--- config.mk ---
export PLATFORM = sky130hd
export DESIGN_NAME = olte_cell
export DESIGN_NICKNAME = d
export VERILOG_FILES = /design/src/hdl/olte_pkg.sv /design/src/hdl/olte_cell.sv
export SDC_FILE = /design/constraint.sdc
export NUM_CORES = 1
export LEC_CHECK = 0
export ABC_AREA = 1
export BUFFER_PORTS_ARGS = -buffer_cell sky130_fd_sc_hd__buf_2
export CAP_MARGIN = 20
export CORE_UTILIZATION = 35
export DETAILED_ROUTE_END_ITERATION = 10
export GPL_ROUTABILITY_DRIVEN = 0
export PLACE_DENSITY = 0.68
export SYNTH_ARGS = -nofsm -noshare
export SYNTH_HDL_FRONTEND = slang
export SYNTH_SLANG_ARGS = --single-unit
export TNS_END_PERCENT = 30
--- constraint.sdc ---
create_clock -name clk -period 2.91 [get_ports clk]
set_clock_uncertainty 0.15 [all_clocks]
set_input_delay 0.1455 -clock clk [delete_from_list [all_inputs] [get_ports clk]]
set_output_delay 0.1455 -clock clk [all_outputs]
set_load 0.01 [all_outputs]
--- src/hdl/olte_pkg.sv ---
package olte_pkg;

  // field widths of the request and response payloads
  localparam int unsigned CMD_W  = 3;
  localparam int unsigned IDX_W  = 7;
  localparam int unsigned VAL_W  = 32;
  localparam int unsigned STAT_W = 3;
  localparam int unsigned POS_W  = 6;
  localparam int unsigned CNT_W  = 7;

  typedef enum logic [CMD_W-1:0] {
    CMD_INSERT = 3'd0,
    CMD_REMOVE = 3'd1,
    CMD_READ   = 3'd2,
    CMD_LOCATE = 3'd3,
    CMD_PRIOR  = 3'd4,
    CMD_NEXT   = 3'd5
  } cmd_t;

  typedef enum logic [STAT_W-1:0] {
    ST_OK           = 3'd0,
    ST_BAD_INDEX    = 3'd1,
    ST_FULL         = 3'd2,
    ST_NOT_FOUND    = 3'd3,
    ST_NO_NEIGHBOUR = 3'd4
  } status_t;

  // per-request sideband carried alongside the search tree
  typedef struct packed {
    cmd_t             cmd;
    status_t          err;
    logic [CNT_W-1:0] count;
    logic             empty;
  } side_t;

endpackage

--- src/hdl/olte_cell.sv ---
module olte_cell #(
  parameter int unsigned POS_IDX    = 0,
  parameter int unsigned ELEM_WIDTH = 32,
  parameter int unsigned CW         = 7
) (
  input  logic                  clk,
  input  olte_pkg::cmd_t        cmd,
  input  logic [CW-1:0]         idx,
  input  logic [CW-1:0]         fill,
  input  logic [ELEM_WIDTH-1:0] key,
  input  logic                  ins_en,
  input  logic                  rem_en,
  input  logic [ELEM_WIDTH-1:0] left_entry,
  input  logic [ELEM_WIDTH-1:0] right_entry,
  output logic [ELEM_WIDTH-1:0] entry,
  output logic                  hit,
  output logic                  nb_ok,
  output logic [ELEM_WIDTH-1:0] pick_data
);
  import olte_pkg::*;

  localparam logic [CW-1:0] MY_POS  = CW'(POS_IDX);
  localparam logic [CW:0]   MY_NEXT = (CW+1)'(POS_IDX + 1);

  logic [ELEM_WIDTH-1:0] entry_r;
  logic [ELEM_WIDTH-1:0] entry_nxt;
  logic                  match;

  assign entry = entry_r;
  assign match = (MY_POS < fill) && (entry_r == key);

  // insert: cells above the slot take their left neighbour; remove: take the right one
  always_comb begin
    entry_nxt = entry_r;
    if (ins_en) begin
      if (MY_POS > idx) begin
        entry_nxt = left_entry;
      end else if (MY_POS == idx) begin
        entry_nxt = key;
      end
    end else if (rem_en && (MY_POS >= idx)) begin
      entry_nxt = right_entry;
    end
  end

  always_ff @(posedge clk) begin
    entry_r <= entry_nxt;
  end

  // candidate for the first-hit search
  always_comb begin
    hit       = 1'b0;
    nb_ok     = 1'b1;
    pick_data = entry_r;
    case (cmd)
      CMD_REMOVE, CMD_READ: begin
        hit = (MY_POS == idx);
      end
      CMD_LOCATE: begin
        hit = match;
      end
      CMD_PRIOR: begin
        hit       = match;
        nb_ok     = (POS_IDX != 0);
        pick_data = left_entry;
      end
      CMD_NEXT: begin
        hit       = match;
        nb_ok     = (MY_NEXT < {1'b0, fill});
        pick_data = right_entry;
      end
      default: begin
        hit = 1'b0;
      end
    endcase
  end

endmodule

==> results.ini <==
[placement]
place_area_um2 = 3790
port_buffers = 181
place_ws_ps = 745
dp_hpwl_mm = 7.33
placed_cells = 671

[synth]
seq_area_frac_synth_pct = 34.1
synth_top_family_by_area = simple AND/OR/NAND/NOR gates
postSynthNetCount = 518
synthDistinctLibCells = 26
synth_seq_cells = 32
netlist_area_um2 = 2820
synth_fa_ha_area_share_pct = 0
synth.area.mux_share_pct = 0
synthFlopType = edfxtp_1
postSynthAreaPerCell_um2 = 7.02
synth-compound-area-share_pct = 20.4
yosys_warnings = 0
synth-simple-area-share_pct = 29.2
synth-xor-area-share_pct = 1.86
synth_edf_count = 32
synth_cells = 402
async_flop_share_pct = 0

[power_and_ir_drop]
power.leakage_nw = 2.06
power.density_nw_per_um2 = 300
p_total_mw = 1.16
peakVddDrop_mv = 0.138

[job]
max_cap_violations = 0

[worst_hold_path]
hold_class = in -> reg
holdPathEnd = entry[17]
hp-start = key[17]
worstHoldPathCells = 3

[global_routing]
grt_pass1_vias = 3177
track_usage_pct = 23.1
grt_overflow = 0
grt_pass1_wl_mm = 15.2
antenna_found_initial = 0
grt_max_degree = 65

[sta]
rsz0062_at_grt = false
fin_crit_ps = 2150
maxSlewHeadroom_pct = 61.1
setup_ws_ps = 757
max_freq_mhz = 464
fin_hold_ws_ps = 19.4
setup_tns_ps = 0
tightest_slew_ps = 583
setup_viol = 0
finalHoldViolCount = 0
finalCritPeriodShare_pct = 74.0
final_max_slew_viol_count = 0

[worst_setup_path]
setup.worst_path.class = in -> out
start_kind = primary input
path_cells = buf_2, buf_4, nand2_1, nand2_4, inv_2, nand2_1, o211ai_1, buf_2
critPathCaptureType = output port
cp_num_cells = 8
critPathRequiredTime_ps = 2610
worst_path_largest_cell_delay_ps = 360
path_max_fanout = 25
cpLargestDelayFamily = buffers and inverters
slowest_stage = buf_2
worstPathArrival_ps = 1860
critPathBufInv = 4

[floorplanning]
die_h_um = 91.8
initial_core_util_pct = 36.3
io_pins = 182
die_w_um = 91.8
num_rows = 32
core-area_um2 = 7770
die-area_um2 = 8420

[cells_and_area]
multi_input_area_um2 = 1460
drive_above_1_share_pct = 37.7
fin_area_um2 = 3870
register_area_um2 = 961
largest_reg_flops = 32
fin_util_pct = 49.8
area_growth_pct = 37.2
nets = 692
fill_cells = 805
layout.cells.non_filler = 679

[clocking]
cts_resized = 0
cts_root_buffer = clkbuf_8
postCtsHoldBufs = 0
cts_sinks = 32
cts_buffers = 5
postCtsSetupBuffers = 0
clkTransAtPathRegs_ps = 70
cts_tree = built
clockBufferDepth = 2
htree_num_levels = 2

[routing]
via_per_inst = 4.81
wl_per_cell_um = 14.0
first_pass_iters = 4
routed_wl_mm = 9.51
drtIter0Drc = 154
vias = 3268
postRouteAntennaNets = 0
drc = 0

[outcome]
status = finished, final reports clean

==> cells in the final DEF, fill, tap and decap left out <==
master / Yosys / layout
a21oi_1: 1 / 1
buf_2: 6 / 181
buf_4: 1 / 5
clkbuf_1: 7 / 1
clkbuf_8: 0 / 5
clkinv_2: 0 / 1
diode_2: 0 / 1
edfxtp_1: 32 / 32
inv_1: 79 / 79
inv_2: 1 / 1
nand2_1: 121 / 121
nand2_4: 1 / 1
nand3_1: 35 / 35
nand3b_4: 1 / 1
nor2_1: 32 / 31
nor2_4: 1 / 2
nor3_1: 2 / 2
nor3b_1: 2 / 2
o211ai_1: 9 / 9
o21ai_0: 34 / 34
o21ai_1: 1 / 1
o21bai_1: 1 / 1
o221ai_1: 4 / 4
o221ai_2: 19 / 19
or2_2: 1 / 1
xor2_1: 6 / 6
==> area by class of cell <==
type,instances,share of cell area (%)
diodes,1,0.0646
repair buffers,186,24.4
clock inverters,1,0.129
inverters,80,7.76
flip-flops and latches,32,24.8
well taps,102,3.30
multi-input cells,271,37.7
clock buffers,6,1.87
==> cells in the mapped netlist, types with 2 or more instances <==
library cell	count	area, µm²
nor3_1	2	10.0
nand3_1	35	175
xor2_1	6	52.6
o21ai_0	34	170
nand2_1	121	454
buf_6	3	33.8
o221ai_2	19	285
clkbuf_1	7	26.3
nor2_1	32	120
inv_1	79	297
edfxtp_1	32	961
buf_2	6	30.0
o221ai_1	4	35.0
o211ai_1	9	67.6
nor3b_1	2	15.0
==> tightest hold or removal path: stages <==
cell and delay, ps:
buf_2 100, nand2_1 50, o21ai_0 50
==> routing by layer <==
layer	global-route usage [%]	wire length, µm	vias to the layer above
met5	0	0	-
met4	7.81	207	0
met3	3.73	589	17
met2	41.0	4770	141
met1	28.4	3950	1456
li1	-	-	1654
==> power breakdown <==
group / internal [mW] / switching [mW] / total, mW
clock network: 0.163 / 0.165 / 0.328
logic: 0.136 / 0.181 / 0.317
registers: 0.513 / 0.00192 / 0.515
total: 0.811 / 0.349 / 1.16
==> cell families after synthesis <==
group,after synthesis
AND/OR/NAND/NOR,196
buffers and inverters,99
AO/OA/AOI/OAI,69
flip-flops,32
XOR/XNOR,6
==> how the worst max path moves through the flow <==
stage	from	endpoint	slack, ps
after floorplan	idx[1]	entry[0]	560
after global placement	cmd[2]	pick_data[25]	780
after CTS	cmd[2]	pick_data[17]	740
final	cmd[2]	pick_data[17]	760
after detailed placement	cmd[2]	pick_data[19]	740
after global routing	cmd[2]	pick_data[17]	600
Note: power is estimated with default switching activity, not from simulation.
